--- config.mk ---
export PLATFORM = sky130hd
export DESIGN_NAME = sbl_back
export DESIGN_NICKNAME = d
export VERILOG_FILES = /design/src/hdl/sbl_pkg.sv /design/src/hdl/sbl_back.sv
export SDC_FILE = /design/constraint.sdc
export NUM_CORES = 1
export LEC_CHECK = 0
export BUFFER_PORTS_ARGS = -buffer_cell sky130_fd_sc_hd__buf_2
export CORE_MARGIN = 4
export CORE_UTILIZATION = 55
export CTS_CLUSTER_DIAMETER = 50
export DETAILED_ROUTE_END_ITERATION = 7
export GPL_ROUTABILITY_DRIVEN = 0
export MAX_ROUTING_LAYER = met4
export PLACE_DENSITY = 0.79
export SLEW_MARGIN = 10
export SYNTH_ARGS = -nofsm -noshare
export SYNTH_HDL_FRONTEND = slang
export SYNTH_SLANG_ARGS = --single-unit
export TNS_END_PERCENT = 20
--- constraint.sdc ---
create_clock -name clk -period 13.5 [get_ports clk]
set_input_delay 0 -clock clk [delete_from_list [all_inputs] [get_ports clk]]
set_output_delay 0 -clock clk [all_outputs]
set_load 0.05 [all_outputs]
--- src/hdl/sbl_pkg.sv ---
// Shared types and constants for the Sobel magnitude / double threshold block.
// Depends on nothing; every other file but sbl_ram imports it.
package sbl_pkg;

  // Configuration register widths and indexes
  localparam int WIDTH_REG_W  = 11;
  localparam int HEIGHT_REG_W = 13;
  localparam int THR_W        = 11;
  localparam int CFG_DATA_W   = 13;
  localparam int CFG_IDX_W    = 2;

  localparam logic [CFG_IDX_W-1:0] REG_IMAGE_WIDTH    = 2'd0;
  localparam logic [CFG_IDX_W-1:0] REG_IMAGE_HEIGHT   = 2'd1;
  localparam logic [CFG_IDX_W-1:0] REG_LOW_THRESHOLD  = 2'd2;
  localparam logic [CFG_IDX_W-1:0] REG_HIGH_THRESHOLD = 2'd3;

  localparam logic [WIDTH_REG_W-1:0]  RESET_WIDTH  = 11'd640;
  localparam logic [HEIGHT_REG_W-1:0] RESET_HEIGHT = 13'd480;
  localparam logic [THR_W-1:0]        RESET_LOW    = 11'd75;
  localparam logic [THR_W-1:0]        RESET_HIGH   = 11'd150;
  localparam int                      MIN_DIM      = 3;

  // Position in frame and last-pixel index (width * height - 1)
  localparam int LAST_W = WIDTH_REG_W + HEIGHT_REG_W;
  // Row counter; saturates, never wraps
  localparam int ROW_W  = 15;

  // Gray = floor(sum / 3) as (sum * 683) >> 11, exact for sums below 2048
  localparam int GRAY_W      = 8;
  localparam int SUM_W       = 10;
  localparam int GRAY_PROD_W = 20;
  localparam logic [GRAY_PROD_W-1:0] GRAY_RECIP = 20'd683;
  localparam int GRAY_SHIFT  = 11;

  // Gradient and magnitude
  localparam int GRAD_W   = 11;
  localparam int SQR_W    = 20;
  localparam int MAG_W    = 11;
  localparam int SQ_STEPS = MAG_W;
  localparam int RAD_W    = 2 * SQ_STEPS;
  localparam int REM_W    = MAG_W + 2;
  localparam logic [MAG_W-1:0] MAG_MAX = 11'd1442;

  // Edge classes
  localparam logic [1:0] CLASS_NONE   = 2'd0;
  localparam logic [1:0] CLASS_WEAK   = 2'd1;
  localparam logic [1:0] CLASS_STRONG = 2'd2;

  // Queue between front and back
  localparam int QUEUE_DEPTH = 4;
  localparam int QPTR_W      = $clog2(QUEUE_DEPTH);
  localparam int QCNT_W      = $clog2(QUEUE_DEPTH + 1);

  typedef struct packed {
    logic [WIDTH_REG_W-1:0]  width;
    logic [HEIGHT_REG_W-1:0] height;
    logic [LAST_W-1:0]       last;
  } sbl_geom_t;

  typedef struct packed {
    logic [THR_W-1:0] low;
    logic [THR_W-1:0] high;
  } sbl_thr_t;

  typedef struct packed {
    logic signed [GRAD_W-1:0] gx;
    logic signed [GRAD_W-1:0] gy;
    logic                     frame_end;
  } sbl_grad_t;

endpackage

--- src/hdl/sbl_back.sv ---
// Back end: squares, digit-by-digit square root pipeline, threshold, output register.
// Depends on sbl_pkg; pops gradient pairs from sbl_queue.
module sbl_back import sbl_pkg::*; (
  input  logic              clk,
  input  logic              rst,
  input  sbl_thr_t          thr,
  input  logic [QCNT_W-1:0] q_count,
  input  sbl_grad_t         pop_data,
  output logic              pop,
  output logic              out_valid,
  input  logic              out_stall,
  output logic [1:0]        edge_class,
  output logic [MAG_W-1:0]  magnitude,
  output logic              frame_end
);

  logic adv;

  // Square stage
  logic              m_valid;
  logic [SQR_W-1:0]  m_gx2;
  logic [SQR_W-1:0]  m_gy2;
  logic              m_fend;
  logic signed [2*GRAD_W-1:0] gx2_full;
  logic signed [2*GRAD_W-1:0] gy2_full;

  // Root stages, index 0 holds the radicand
  logic              v    [SQ_STEPS+1];
  logic [RAD_W-1:0]  x    [SQ_STEPS+1];
  logic [REM_W-1:0]  rem  [SQ_STEPS+1];
  logic [MAG_W-1:0]  root [SQ_STEPS+1];
  logic              fe   [SQ_STEPS+1];
  logic [REM_W-1:0]  rem_next  [SQ_STEPS+1];
  logic [MAG_W-1:0]  root_next [SQ_STEPS+1];

  logic [1:0]        cls;

  // The whole back end advances together unless the output is held
  assign adv = !out_valid || !out_stall;
  assign pop = adv && (q_count != '0);

  always_comb begin
    gx2_full = pop_data.gx * pop_data.gx;
    gy2_full = pop_data.gy * pop_data.gy;
  end

  always_comb begin
    rem_next[0]  = '0;
    root_next[0] = '0;
    for (int k = 1; k <= SQ_STEPS; k++) begin
      logic [REM_W+1:0] r2;
      logic [REM_W+1:0] t;
      r2 = {rem[k-1], x[k-1][RAD_W-1 -: 2]};
      t  = {2'b00, root[k-1], 2'b01};
      if (r2 >= t) begin
        rem_next[k]  = REM_W'(r2 - t);
        root_next[k] = {root[k-1][MAG_W-2:0], 1'b1};
      end else begin
        rem_next[k]  = REM_W'(r2);
        root_next[k] = {root[k-1][MAG_W-2:0], 1'b0};
      end
    end
  end

  always_ff @(posedge clk) begin
    if (rst) begin
      m_valid <= 1'b0;
      for (int k = 0; k <= SQ_STEPS; k++) begin
        v[k] <= 1'b0;
      end
    end else if (adv) begin
      m_valid <= pop;
      v[0]    <= m_valid;
      for (int k = 1; k <= SQ_STEPS; k++) begin
        v[k] <= v[k-1];
      end
    end
  end

  always_ff @(posedge clk) begin
    if (adv) begin
      m_gx2   <= SQR_W'(gx2_full);
      m_gy2   <= SQR_W'(gy2_full);
      m_fend  <= pop_data.frame_end;
      x[0]    <= RAD_W'(m_gx2) + RAD_W'(m_gy2);
      rem[0]  <= '0;
      root[0] <= '0;
      fe[0]   <= m_fend;
      for (int k = 1; k <= SQ_STEPS; k++) begin
        x[k]    <= x[k-1] << 2;
        rem[k]  <= rem_next[k];
        root[k] <= root_next[k];
        fe[k]   <= fe[k-1];
      end
    end
  end

  always_comb begin
    if (root[SQ_STEPS] > thr.high) begin
      cls = CLASS_STRONG;
    end else if (root[SQ_STEPS] > thr.low) begin
      cls = CLASS_WEAK;
    end else begin
      cls = CLASS_NONE;
    end
  end

  always_ff @(posedge clk) begin
    if (rst) begin
      out_valid <= 1'b0;
    end else if (adv) begin
      out_valid <= v[SQ_STEPS];
    end
  end

  always_ff @(posedge clk) begin
    if (adv) begin
      magnitude  <= root[SQ_STEPS];
      edge_class <= cls;
      frame_end  <= fe[SQ_STEPS];
    end
  end

endmodule

==> results.md <==
* Outcome: complete, no violations
* Area leader, netlist: edfxtp_1
* Post-Synth Simple-Gate Area at 9.34%
* P&R area growth vs syn at 9.60%
* # IOs at 67
* Critical R2R Capture: rem[7][11]$_DFFE_PP_
* Clock Skews at 0.0224 ns
* Critical path's top delay family: adder cells
* Worst reg2reg path startpoint: out_valid$_SDFFE_PP0P_
* Top cell by count, worst path: fa_1
* Slew Viols, Final at 0
* Synthesized-area fraction occupied by adder cells at 24.6%
* Clock slew at reported path FFs at 0.06 ns
* Critical Path, Cell by Cell: dlygate4sd3_1 > buf_2 > and2_1 > fa_1 > fa_1 > inv_1 > fa_1 > inv_1 > fa_1 > inv_1 > fa_1 > inv_1 > ha_1 > o21a_1 > o21a_1 > o211a_1 > a221o_1 > a221o_1 > a21oi_2 > xnor2_1
* Die area at 49200 µm²
* Yosys warning total at 0
* Synth top area cells: edfxtp_1 46%, fa_1 15%, ha_1 9.7%
* Placed insts at 2752
* Yosys reg bits at 389
* Die height at 222 µm
* Endpoints failing setup at 0
* Row cnt at 78
* Sequential-to-total area share from yosys stat at 46.3%
* Post-Route WL at 43600 µm
* Core ar. at 45300 µm²
* Pleak at 12.4 nW
* Unique masters post-synth at 66
* Synth top area share at 46.2%
* Die X-Extent at 222 µm
* Fin nets at 2640
* Initial DRT Pass Iterations at 5
* Largest family of logic cells by synthesized area: adder cells
* Worst slew margin at 21.5%
* Clock root cell: clkbuf_16
* First-pass GRT wire length at 74200 µm
* EDFF count, synth at 387
* Worst-Skew Late Latency at 0.57 ns
* CTS tree: built
* Hold Fails Final Rpt at 0
* Synth Area in XOR/XNOR at 4.63%
* Critical hold path startpoint: thr[16]
* Drt initial violations at 869
* Worst setup path startpoint: pop_data[13]
* CP max stage delay at 0.55 ns
* DP HPWL at 32900 µm
* Number of diodes at 0
* Worst r2r path cells at 4
* Resize count post-CTS at 0
* Synth Instances at 2116
* Detailed-route wire length per cell at 15.3 µm
* Hold depth at 6
* PortBufs at 66
* Crit path buffers/inverters at 6
* Via count at 15.2k
* Clock sink total at 389
* GR Overflow Total at 0
* CP Launch Type: input pin
* Pwr dens at 238 nW/µm²
* Fillers at 3462
* Mapped Avg Cell Area at 11.9 µm²
* Worst-case clock buffer depth at 3
* Final Worst Setup Slack at 8.22 ns
* Post-synthesis compound-gate area fraction at 7.30%
* Initial Util at 55.6%
* Nature of the critical path endpoint: flip-flop
* # H-tree levels at 2
* # DRC at 0
* Setup CP Type: input pin to flip-flop
* Ys async rst share at 0%
* DRT antenna net count at 0
* Largest net degree at the start of global routing at 98
* Synth Cell Area at 25200 µm²
* Required time worst endpoint at 13.80 ns
* Top FF cell, synth: edfxtp_1
* Vias in the first global route at 16.4k
* Critical Path Fanout Max at 16
* Vias per cell at 5.35
* Antenna violations before repair at 0
* Unrepaired setup endpoints after global routing: no
* Post-route setup TNS at 0 ns
* VDD IR max at 0.448 mV
* Maxcap violations at 0
* R2r setup slk at 9.45 ns
* Share of cells above drive strength 1 at 7.55%
* Fmax at 0.189 GHz
* Worst Hold Path EP: edge_class[0]$_SDFFCE_PN0P_
* Syn Nets at 2550
* Multiplexer share of the synthesized area at 0.950%
* CTS Buf Count at 43
* Tcrit/Tclk final at 39.1%
* Post-Place Setup Slack at 8.09 ns
* Tmin final at 5.28 ns
* All-Layer GR Usage at 18.5%
* Worst-Margin Slew at 1.18 ns
* Crit path arrival time at 5.58 ns
* Post-layout total power at 6.56 mW
* Crit-path slowest cell: fa_1
* HP Class: input pin to flip-flop
* Post-route insts no fill at 2839
==> sequential cells by signal, indices dropped and copies added (netlist names), 2 cells and up <==
| register | count |
|---|---|
| x | 131 |
| root | 66 |
| magnitude | 11 |
| rem | 113 |
| fe | 12 |
| m_gy2 | 19 |
| v | 12 |
| edge_class | 2 |
| m_gx2 | 19 |
==> cells in the mapped netlist (4+ instances only) <==
master	n
a21boi_0	8
nand2_1	115
nand2b_1	15
o31a_1	4
clkbuf_1	25
o31ai_1	7
a21oi_1	72
o21bai_1	9
inv_1	417
or3_1	11
edfxtp_1	387
o21ai_1	4
nand3b_1	5
o21ai_0	62
nand3_1	13
mux2i_1	7
a31oi_1	7
and2_1	71
or4_1	7
mux2_2	15
nor2_1	91
buf_2	7
nor4_1	22
xor2_1	49
nor3_1	23
a211oi_1	6
or2_2	8
a31o_2	5
nor2b_1	36
a21o_1	27
xnor2_1	84
fa_1	188
o21a_1	48
nand4_1	8
and3_1	9
ha_1	195
==> worst min-delay path: stages <==
cell and delay [ns]:
buf_2 0.08, inv_1 0.04, ha_1 0.18, inv_1 0.05, a31o_2 0.14, a21oi_1 0.04
==> layer usage <==
layer  wire [µm]  track usage (%)  part of all wire (%)
met1       16200             19.3                    37
met2       24400             35.3                    56
met3        1340             2.48                   3.1
met4        1610             6.96                   3.7
met5           0                -                     0
==> placed cells by master (no fill, tap or decap), types with 5 or more instances in the layout <==
cell type	count
or4_1	7
nand2_1	114
mux2i_1	7
nor4_1	22
mux2_2	15
a21o_1	27
nor2b_1	36
nor3_1	23
nand4_1	8
a31o_2	5
or2_2	8
a21boi_0	8
buf_2	66
xor2_1	49
o21ai_0	62
edfxtp_1	387
inv_1	417
dlygate4sd3_1	9
a211oi_1	6
fa_1	188
clkbuf_1	6
clkinv_1	11
clkinv_2	5
and2_1	71
nand3_1	13
xnor2_1	84
nand3b_1	5
o31ai_1	7
and3_1	9
ha_1	195
o21bai_1	9
nand2b_1	15
clkbuf_16	43
or3_1	11
o21a_1	48
a21oi_1	72
nor2_1	91
a31oi_1	7
==> cells by family (layout without fill, tap and decap cells) <==
group	after synthesis	count (layout)
buf+inv	451	574
fa+ha+maj	383	383
compound gates	284	284
other cells	1	1
simple gates	453	453
flops	389	389
mux	22	22
xor+xnor	133	133
==> how the worst max path moves through the flow <==
stage | endpoint | depth (start not counted)
final | m_gx2[19]$_DFFE_PP_ | 20
after global placement | m_gy2[19]$_DFFE_PP_ | 19
after global routing | m_gx2[19]$_DFFE_PP_ | 21
after floorplan | v[0]$_SDFFCE_PN0P_ | 2
after detailed placement | m_gy2[19]$_DFFE_PP_ | 19
after CTS | m_gx2[19]$_DFFE_PP_ | 20
==> cell type report <==
cell class	count	area (µm²)	share of cell area, %
repair buffers	79	450	1.63
multi-input cells	1276	11800	42.8
clock buffers	49	1100	3.98
well taps	600	751	2.72
inverters	417	1570	5.67
clock inverters	29	246	0.894
flip-flops and latches	389	11700	42.3
==> power breakdown <==
part / internal (mW) / switching [mW] / leakage [nW]
clock: 0.633 / 0.480 / 0.652
combinational: 1.43 / 1.72 / 7.72
sequential: 2.06 / 0.228 / 4.00
==> metrics by stage <==
step / cell area (µm²) / utilization, % / hold slack [ns]
finish: 27600 / 60.9 / 0.118
global placement: 26100 / 57.7 / 0.178
CTS: 27600 / 60.9 / 0.0868
global route: 27600 / 60.9 / 0.137
detailed placement: 26100 / 57.7 / 0.179
floorplan: 25200 / - / 0.0724
==> repair_timing <==
item,4_1_cts,5_1_grt
setup buffers,0,0
hold buffers,9,0
hold endpoints to repair,10,0
Note: power is estimated with default switching activity, not from simulation.
