===== src/hdl/sbl_pkg.sv =====
// Shared types and constants for the Sobel magnitude / double threshold block.
// Depends on nothing; every other file but sbl_ram imports it.
package sbl_pkg;

  // Configuration register widths and indexes
  localparam int WIDTH_REG_W  = 11;
  localparam int HEIGHT_REG_W = 13;
  localparam int THR_W        = 11;
  localparam int CFG_DATA_W   = 13;
  localparam int CFG_IDX_W    = 2;

  localparam logic [CFG_IDX_W-1:0] REG_IMAGE_WIDTH    = 2'd0;
  localparam logic [CFG_IDX_W-1:0] REG_IMAGE_HEIGHT   = 2'd1;
  localparam logic [CFG_IDX_W-1:0] REG_LOW_THRESHOLD  = 2'd2;
  localparam logic [CFG_IDX_W-1:0] REG_HIGH_THRESHOLD = 2'd3;

  localparam logic [WIDTH_REG_W-1:0]  RESET_WIDTH  = 11'd640;
  localparam logic [HEIGHT_REG_W-1:0] RESET_HEIGHT = 13'd480;
  localparam logic [THR_W-1:0]        RESET_LOW    = 11'd75;
  localparam logic [THR_W-1:0]        RESET_HIGH   = 11'd150;
  localparam int                      MIN_DIM      = 3;

  // Position in frame and last-pixel index (width * height - 1)
  localparam int LAST_W = WIDTH_REG_W + HEIGHT_REG_W;
  // Row counter; saturates, never wraps
  localparam int ROW_W  = 15;

  // Gray = floor(sum / 3) as (sum * 683) >> 11, exact for sums below 2048
  localparam int GRAY_W      = 8;
  localparam int SUM_W       = 10;
  localparam int GRAY_PROD_W = 20;
  localparam logic [GRAY_PROD_W-1:0] GRAY_RECIP = 20'd683;
  localparam int GRAY_SHIFT  = 11;

  // Gradient and magnitude
  localparam int GRAD_W   = 11;
  localparam int SQR_W    = 20;
  localparam int MAG_W    = 11;
  localparam int SQ_STEPS = MAG_W;
  localparam int RAD_W    = 2 * SQ_STEPS;
  localparam int REM_W    = MAG_W + 2;
  localparam logic [MAG_W-1:0] MAG_MAX = 11'd1442;

  // Edge classes
  localparam logic [1:0] CLASS_NONE   = 2'd0;
  localparam logic [1:0] CLASS_WEAK   = 2'd1;
  localparam logic [1:0] CLASS_STRONG = 2'd2;

  // Queue between front and back
  localparam int QUEUE_DEPTH = 4;
  localparam int QPTR_W      = $clog2(QUEUE_DEPTH);
  localparam int QCNT_W      = $clog2(QUEUE_DEPTH + 1);

  typedef struct packed {
    logic [WIDTH_REG_W-1:0]  width;
    logic [HEIGHT_REG_W-1:0] height;
    logic [LAST_W-1:0]       last;
  } sbl_geom_t;

  typedef struct packed {
    logic [THR_W-1:0] low;
    logic [THR_W-1:0] high;
  } sbl_thr_t;

  typedef struct packed {
    logic signed [GRAD_W-1:0] gx;
    logic signed [GRAD_W-1:0] gy;
    logic                     frame_end;
  } sbl_grad_t;

endpackage


===== src/hdl/sbl_queue.sv =====
// Short queue of gradient pairs between the front and back ends.
// Depends on sbl_pkg.
module sbl_queue import sbl_pkg::*; (
  input  logic              clk,
  input  logic              rst,
  input  logic              push,
  input  sbl_grad_t         push_data,
  input  logic              pop,
  output sbl_grad_t         pop_data,
  output logic [QCNT_W-1:0] count
);

  sbl_grad_t         mem [QUEUE_DEPTH];
  logic [QPTR_W-1:0] wr_ptr;
  logic [QPTR_W-1:0] rd_ptr;

  assign pop_data = mem[rd_ptr];

  always_ff @(posedge clk) begin
    if (rst) begin
      wr_ptr <= '0;
      rd_ptr <= '0;
      count  <= '0;
    end else begin
      if (push) begin
        wr_ptr <= wr_ptr + QPTR_W'(1);
      end
      if (pop) begin
        rd_ptr <= rd_ptr + QPTR_W'(1);
      end
      count <= count + QCNT_W'(push) - QCNT_W'(pop);
    end
  end

  always_ff @(posedge clk) begin
    if (push) begin
      mem[wr_ptr] <= push_data;
    end
  end

endmodule


===== config.mk =====
export PLATFORM = sky130hd
export DESIGN_NAME = sbl_queue
export DESIGN_NICKNAME = d
export VERILOG_FILES = /design/src/hdl/sbl_pkg.sv /design/src/hdl/sbl_queue.sv
export SDC_FILE = /design/constraint.sdc
export NUM_CORES = 1
export LEC_CHECK = 0
export BUFFER_PORTS_ARGS = -buffer_cell sky130_fd_sc_hd__buf_2
export CAP_MARGIN = 20
export CORE_AREA = 2 2 86 88
export CTS_BUF_LIST = sky130_fd_sc_hd__clkbuf_4 sky130_fd_sc_hd__clkbuf_8 sky130_fd_sc_hd__clkbuf_16
export DETAILED_ROUTE_END_ITERATION = 8
export DIE_AREA = 0 0 88 90
export GPL_ROUTABILITY_DRIVEN = 1
export PLACE_DENSITY = 0.81
export REMOVE_ABC_BUFFERS = 1
export SLEW_MARGIN = 5
export SYNTH_ARGS = -nofsm -noshare
export SYNTH_HDL_FRONTEND = slang
export SYNTH_SLANG_ARGS = --single-unit

===== constraint.sdc =====
create_clock -name clk -period 5.2 [get_ports clk]
set_input_delay 1.04 -clock clk [delete_from_list [all_inputs] [get_ports clk]]
set_output_delay 1.04 -clock clk [all_outputs]
set_load 0.01 [all_outputs]

==> results of run 1 <==
[cell usage after synthesis, drive strengths merged]
master  instances  share of area
mux2i           1         0.0026
ha              6          0.020
nor2b           2         0.0033
fa              1         0.0053
a21oi           1         0.0013
and2            4         0.0066
xnor2           2         0.0046
xor3            1         0.0063
inv             6         0.0060
buf             5          0.016
a21bo           1         0.0026
edfxtp         92           0.73
nand3b          1         0.0020
dfxtp           9          0.048
mux4           23           0.14
nor2            5         0.0050
[layer usage]
layer | share of wire | vias up | GRT usage
met3 | 0.056 | 6 | 0.0331
li1 | - | 778 | -
met1 | 0.44 | 870 | 0.219
met4 | 0.012 | 0 | 0.0577
met2 | 0.49 | 53 | 0.236
met5 | 0 | - | 0
[state kept, by name, indices dropped and copies added, names as in the netlist, named ones only]
register and count:
wr_ptr 2, mem 92, rd_ptr 2, count 3
[stage by stage]
step / hold WS, ns / power (mW) / util
after floorplan: 0.492 / 1.08 / -
after global placement: 0.512 / 1.15 / 0.586
after detailed placement: 0.546 / 1.16 / 0.596
after CTS: 0.560 / 1.62 / 0.623
after global routing: 0.573 / 1.67 / 0.625
final: 0.553 / 1.61 / 0.625
[worst max-delay path: stages (launching register included)]
cell     delay, ns
dfxtp_2       0.87
mux4_1        0.66
buf_2         0.16
[power breakdown]
part           leakage [nW]  internal (mW)  switching [mW]
registers             0.920          0.932          0.0259
logic                 0.515         0.0973          0.0827
clock network        0.0976          0.230           0.239
total                  1.53           1.26           0.347
[worst max path at each step]
stage | from | to
6_report | register | pop_data[22]
5_1_grt | register | pop_data[22]
4_1_cts | register | pop_data[22]
3_5_place_dp | register | pop_data[22]
3_3_place_gp | register | pop_data[22]
2_1_floorplan | register | pop_data[0]
[cells by family (layout without fill, tap and decap cells)]
logic type	count (synthesis)	count (layout)
xor gates and xnor gates	3	3
muxes	24	24
adders and majority gates	7	7
buffers and inverters	11	79
DFF	101	101
AOI/OAI and AO/OA	2	2
and+or+nand+nor	12	12
[area by class of cell]
cell class                 instances  area, sq um
sequential                       101         2940
fill                             479         2630
multi-input combinational         48          754
timing repair buffer              57          353
clock buffer                      11          139
tap                               99          124
clock inverter                     5         51.3
inverter                           6         22.5
==> metrics.txt, run 1 <==
Post-Syn Area=3780 sq um; R2R setup slack=3.44 ns; Initial Util=0.539; synth unique cells=19; Final Hold Vio Count=0; Die W=88 um; first-pass GRT wire length=8.87 mm; pin count of the biggest net entering global routing=24; reg2reg start=count[0]$_SDFF_PP0_; Finished Layout Cells=327; Least-Margin Pin Slew=0.812 ns; CTS tree=done; hold path startpoint=rd_ptr[0]$_SDFFE_PP0P_; initial DRC count=178; slew margin rel.=0.459; Leak=1.53 nW; vias=1707; share of cells above drive strength 1=0.412; Setup-failing EPs final=0; Root Buffer=clkbuf_8; crit end category=primary output; Placed Instances=310; Startpoint Class=register; Power per Cell Area=366 nW/um^2; register area share after synthesis=0.778; crit path kind=register to primary output; final wirelength=5.79 mm; Max Cap Violations=0; Reg2Reg Depth=7; syn avg cell area=23.6 sq um; core area=7020 sq um; gpl congestion=0.664; clock buffer count from CTS=9; VDD IR max=0.161 mV; # hold bufs at CTS=0; Yosys warnings=0; Post-Route Skew=0.00741 ns; FMAX=326 MHz; commonest non-fill, non-tap cell in the layout=edfxtp_1; final routed DRC violation total=0; Final Worst Setup Slack=2.13 ns; antenna-violating nets left=0; largest family of logic cells by synthesized area=multiplexers; initial antenna violation count=0; Min-Delay Path Class=register to register; crit-path max FO=23; DR pass1 iterations=4; Post-CTS Resized=0; RSZ-0062 raised after global routing=false; I/O Buffers=52; Place WS=2.42 ns; Worst EP required=4.16 ns; placed cell areas=4180 sq um; post-route cell area=4390 sq um; Tmin final=3.07 ns; total overflow reported by the global router=0; most frequent cells in the layout=edfxtp_1, buf_2, mux4_2; CTS sink cnt=101; Final nets=257; mux contribution to synthesized area=0.143; Reg clk slew, reported paths=0.08 ns; Hold Path Stages=2; die height=90 um; Ports=53; final slew viol count=0; Worst Path Arrival=2.03 ns; flop and latch count out of synthesis=101; XOR/XNOR Fraction of Synth Area=0.0109; Post-CTS Setup Repair Bufs=0; gr usage total=0.154; # diodes=0; final period utilization=0.590; clk_lat worst skew=0.34 ns; adder-cell share of the synthesized area=0.0251; Die Footprint=7920 sq um; simple-gate portion of the synthesized area=0.0169; H-tree Lvls=3; Crit Reg-Reg Endpoint=count[2]$_SDFF_PP0_; vias in the first global route=1713; hpwl dp=3.83 mm; Avg WL per Cell=17.7 um; row cnt=31; DR vias/cell=5.22; Worst Hold Endpoint=rd_ptr[1]$_SDFFE_PP0P_; Syn Inst Count=160; Setup TNS Final=0 ns; Synth Area in Compound Gates=0.00397; Area Growth Syn to Fin=16.0%; run status=complete, no violations; clock buffer depth=2
(Power assumes the default switching activity.)
==> run 2, diff against run 1 <==
- ABC_AREA: not set -> 1
- CORE_AREA: 2 2 86 88 -> 2 2 91 93
- DIE_AREA: 0 0 88 90 -> 0 0 93 95
- PLACE_DENSITY: 0.81 -> 0.78
- clock period: 5.2 -> 2.7 ns (I/O delays scaled with it)
==> metrics.txt, run 2 <==
Post-Route Skew=0.00927 ns; Tmin final=2.32 ns; CP max stage delay=0.52 ns; most frequent cells in the layout=edfxtp_1, nor2_1, o21ai_1; placed cell areas=4280 sq um; top cells by instance count after synthesis=edfxtp_1, nor2_1, o21ai_1; share of cells above drive strength 1=0.221; commonest non-fill, non-tap cell in the layout=edfxtp_1; Synth Flop Type=edfxtp_1; antenna-violating nets left=0; most flop-heavy register=mem; Least-Margin Pin Slew=0.741 ns; Syn Inst Count=302; Power per Cell Area=682 nW/um^2; largest registers=mem (92), count (3); final period utilization=0.860; core area=7930 sq um; H-tree Lvls=3; Area Growth Syn to Fin=14.1%; Min-Delay Path Class=input pin to register; Root Buffer=clkbuf_8; footprint of the multi-input gates=811 sq um; max reg flops=92; DR vias/cell=5.10; Worst EP required=2.16 ns; Slowest-stage cell, CP=inv_2; clock buffer depth=2; Post-Syn Area=3910 sq um; syn avg cell area=13.0 sq um; # hold bufs at CTS=0; register area share after synthesis=0.752; final routed DRC violation total=0; Pwr Total=3.04 mW; vias in the first global route=2269; count leader, synth=edfxtp_1; row cnt=33; final wirelength=6.72 mm; Final nets=391; clock buffer count from CTS=9; Ports=53; CTS sink cnt=101; crit end category=primary output; clk_lat worst skew=0.35 ns; Worst Path Arrival=1.78 ns; VDD IR max=0.358 mV; slew margin rel.=0.505; I/O Buffers=52; Initial Util=0.493; pin count of the biggest net entering global routing=48; FFs w/ async S/R, synth=0; top-area cell type share of the netlist area=0.706; RSZ-0062 raised after global routing=false; FMAX=431 MHz; Die Footprint=8840 sq um; Synth area leaders=edfxtp_1, o21ai_1, nor2_1; Avg WL per Cell=14.4 um; Setup-failing EPs final=0; Reg clk slew, reported paths=0.09 ns; Max Cap Violations=0; crit path kind=register to primary output; final slew viol count=0; # diodes=0; Final Hold Vio Count=0; crit-path max FO=44; post-route cell area=4460 sq um; DR pass1 iterations=4; gpl congestion=0.740; die height=95 um; first-pass GRT wire length=10.6 mm; gr usage total=0.163; synth unique cells=21; CP Cell Sequence=inv_2 -> o21ai_0 -> o21ai_1 -> buf_2; Reg area=2940 sq um; Setup TNS Final=0 ns; run status=complete, no violations; Die W=93 um; initial antenna violation count=0; flop and latch count out of synthesis=101; hpwl dp=4.15 mm; Fillers=653; Leak=1.67 nW; vias=2380; initial DRC count=170; Yosys warnings=0; total overflow reported by the global router=0; Startpoint Class=register; post-synth top area cell=edfxtp_1; CTS tree=done; Post-CTS Resized=0; Post-synth EDFFs=92; Post-CTS Setup Repair Bufs=0
[run 2: cell count changes after synthesis, moves of 3 or more]
| cell | change |
|---|---|
| nand2_1 | +12 |
| o21ai_0 | +7 |
| nor2_1 | +66 |
| inv_1 | +11 |
| mux4_1 | -3 |
| and2_1 | -4 |
| o21ai_1 | +60 |
| buf_2 | +7 |
| mux4_2 | -20 |
[run 2: final cells by class]
cell class	count	share of cell area
clock buffer	11	0.0350
clock inverter	5	0.00729
inverter	19	0.0160
multi-input combinational	168	0.182
sequential	101	0.659
tap	105	0.0294
timing repair buffer	58	0.0712
[run 2: report_power, final]
group	internal, mW	total, mW	switching (mW)
Sequential	1.78	1.81	0.0239
Combinational	0.129	0.358	0.229
Clock	0.400	0.880	0.480
Total	2.31	3.04	0.733
[run 2: logic make-up (layout without fill, tap and decap cells)]
group,count (synthesis),in the layout,synth area share
simple gates,88,88,0.0870
flops,101,101,0.752
buf+inv,33,93,0.0403
fa+ha+maj,7,7,0.0243
compound gates,73,73,0.0960
[run 2: stage by stage]
step	instances	util	setup WS [ns]	hold WS (ns)
floorplan	288	-	0.237	0.467
global placement	451	0.539	0.810	0.492
detailed placement	451	0.539	0.754	0.494
CTS	467	0.563	0.339	0.374
global route	467	0.563	0.236	0.368
finish	467	0.563	0.378	0.396
[run 2: worst max-delay path, delay by kind of cell (launching register included)]
family                 cells  cell delay, ns
AO/OA/AOI/OAI              2            0.41
buffers and inverters      2            0.68
flip-flops                 1            0.34
[run 2: layer usage]
layer,global-route usage,share of wire,vias up
li1,-,-,1164
met1,0.196,0.41,1134
met2,0.267,0.50,66
met3,0.0447,0.064,16
met4,0.0931,0.027,0
met5,0,0,-
[run 2: final timing paths]
check                                             from                     end  slack (ns)  depth (start not counted)
worst min register to register  wr_ptr[0]$_SDFFE_PP0P_  wr_ptr[0]$_SDFFE_PP0P_        0.51                          2
worst max register to register  wr_ptr[0]$_SDFFE_PP0P_     mem[2][2]$_DFFE_PP_        1.10                          5
worst min-delay path                      push_data[3]     mem[0][3]$_DFFE_PP_        0.40                          1
worst max-delay path                          register             pop_data[0]        0.38                          4
==> run 3, diff against run 2 <==
- GPL_TIMING_DRIVEN: not set -> 0
==> metrics.txt, run 3 (synthesized netlist as in run 2, its figures left out) <==
run status=complete, no violations; gr usage total=0.158; Initial Util=0.493; Placed Instances=445; Die Footprint=8840 sq um; Ports=53; Min-Delay Path Class=input pin to register; H-tree Lvls=3; pin count of the biggest net entering global routing=49; total overflow reported by the global router=0; Setup-failing EPs final=0; Tmin final=2.46 ns; Reg2Reg Depth=4; crit end category=primary output; commonest non-fill, non-tap cell in the layout=edfxtp_1; first-pass GRT wire length=10.2 mm; hpwl dp=3.69 mm; Post-Route Skew=0.00643 ns; Place WS=0.0434 ns; crit-path max FO=48; clock buffer depth=2; clk_lat worst skew=0.36 ns; Root Buffer=clkbuf_8; Least-Margin Pin Slew=1.03 ns; CTS sink cnt=101; Final Worst Setup Slack=0.237 ns; final period utilization=0.912; clock buffer count from CTS=9; Leak=1.65 nW; antenna-violating nets left=0; Pwr Total=3.10 mW; slew margin rel.=0.310; share of cells above drive strength 1=0.208; placed cell areas=4220 sq um; final slew viol count=0; Power per Cell Area=699 nW/um^2; Avg WL per Cell=13.9 um; R2R setup slack=0.90 ns; initial antenna violation count=0; Finished Layout Cells=461; die height=95 um; Fillers=685; CTS tree=done; VDD IR max=0.390 mV; final wirelength=6.42 mm; crit path kind=register to primary output; Die W=93 um; core area=7930 sq um; # diodes=0; post-route cell area=4430 sq um; Worst EP required=2.16 ns; most frequent cells in the layout=edfxtp_1, nor2_1, o21ai_1; largest registers=mem (92), count (3); # hold bufs at CTS=0; Max Cap Violations=0; Startpoint Class=register; reg2reg start=wr_ptr[0]$_SDFFE_PP0P_; DR pass1 iterations=5; Worst Path Arrival=1.92 ns; initial DRC count=141; footprint of the multi-input gates=811 sq um; final routed DRC violation total=0; DR vias/cell=4.93; max reg flops=92; Area Growth Syn to Fin=13.2%; Crit Reg-Reg Endpoint=mem[0][15]$_DFFE_PP_; Final Hold Vio Count=0; gpl congestion=0.709; RSZ-0062 raised after global routing=false; vias=2275; Reg clk slew, reported paths=0.09 ns; FMAX=406 MHz; Reg area=2950 sq um; row cnt=33; CP endpoint=pop_data[0]; Final nets=385; I/O Buffers=52; vias in the first global route=2179; most flop-heavy register=mem
==> run 3: layout make-up <==
cell class,instances,share of cell area
Clock buffer,11,0.0328
Clock inverter,5,0.0136
Inverter,19,0.0167
Multi-Input combinational cell,168,0.183
Sequential cell,101,0.665
Tap cell,105,0.0297
Timing Repair Buffer,52,0.0588
==> run 3: what timing repair did <==
item,in CTS,in global routing
endpoints found under the setup margin,23,22
setup buffers,0,0
resized for setup,1,2
==> run 3: through the flow <==
step	hold slack, ns	util	TNS (ns)
after floorplan	0.467	-	0
after global placement	0.484	0.532	-14.16
after detailed placement	0.499	0.532	0
after CTS	0.364	0.558	0
after global routing	0.364	0.559	0
final	0.383	0.559	0
==> run 3: where the power goes <==
part / internal [mW] / switching [mW] / leakage, nW
Combinational: 0.122 / 0.206 / 0.622
Clock: 0.465 / 0.480 / 0.103
Sequential: 1.78 / 0.0402 / 0.920
==> run 3: metal layers <==
metal,up-vias,part of all wire,wire (um),global-route usage
met5,-,0,0,0
met4,0,0.0067,43,0.0772
met1,1068,0.42,2670,0.187
met2,48,0.52,3310,0.261
met3,4,0.062,398,0.0519
li1,1155,-,-,-
==> run 3: worst min-delay path by stage <==
stage,start,endpoint,slack (ns),cells past startpoint
finish,push_data[21],mem[1][21]$_DFFE_PP_,0.38,1
global route,push_data[6],mem[1][6]$_DFFE_PP_,0.36,1
CTS,push_data[21],mem[1][21]$_DFFE_PP_,0.36,1
detailed placement,wr_ptr[0]$_SDFFE_PP0P_,wr_ptr[0]$_SDFFE_PP0P_,0.50,2
global placement,wr_ptr[0]$_SDFFE_PP0P_,wr_ptr[0]$_SDFFE_PP0P_,0.48,2
floorplan,wr_ptr[0]$_SDFFE_PP0P_,wr_ptr[0]$_SDFFE_PP0P_,0.47,2
==> run 3: critical path, cell delays in order, from the launching register on <==
cell and delay [ns]:
dfxtp_4 0.70, inv_4 0.30, o21ai_0 0.27, o21ai_1 0.11, buf_2 0.15
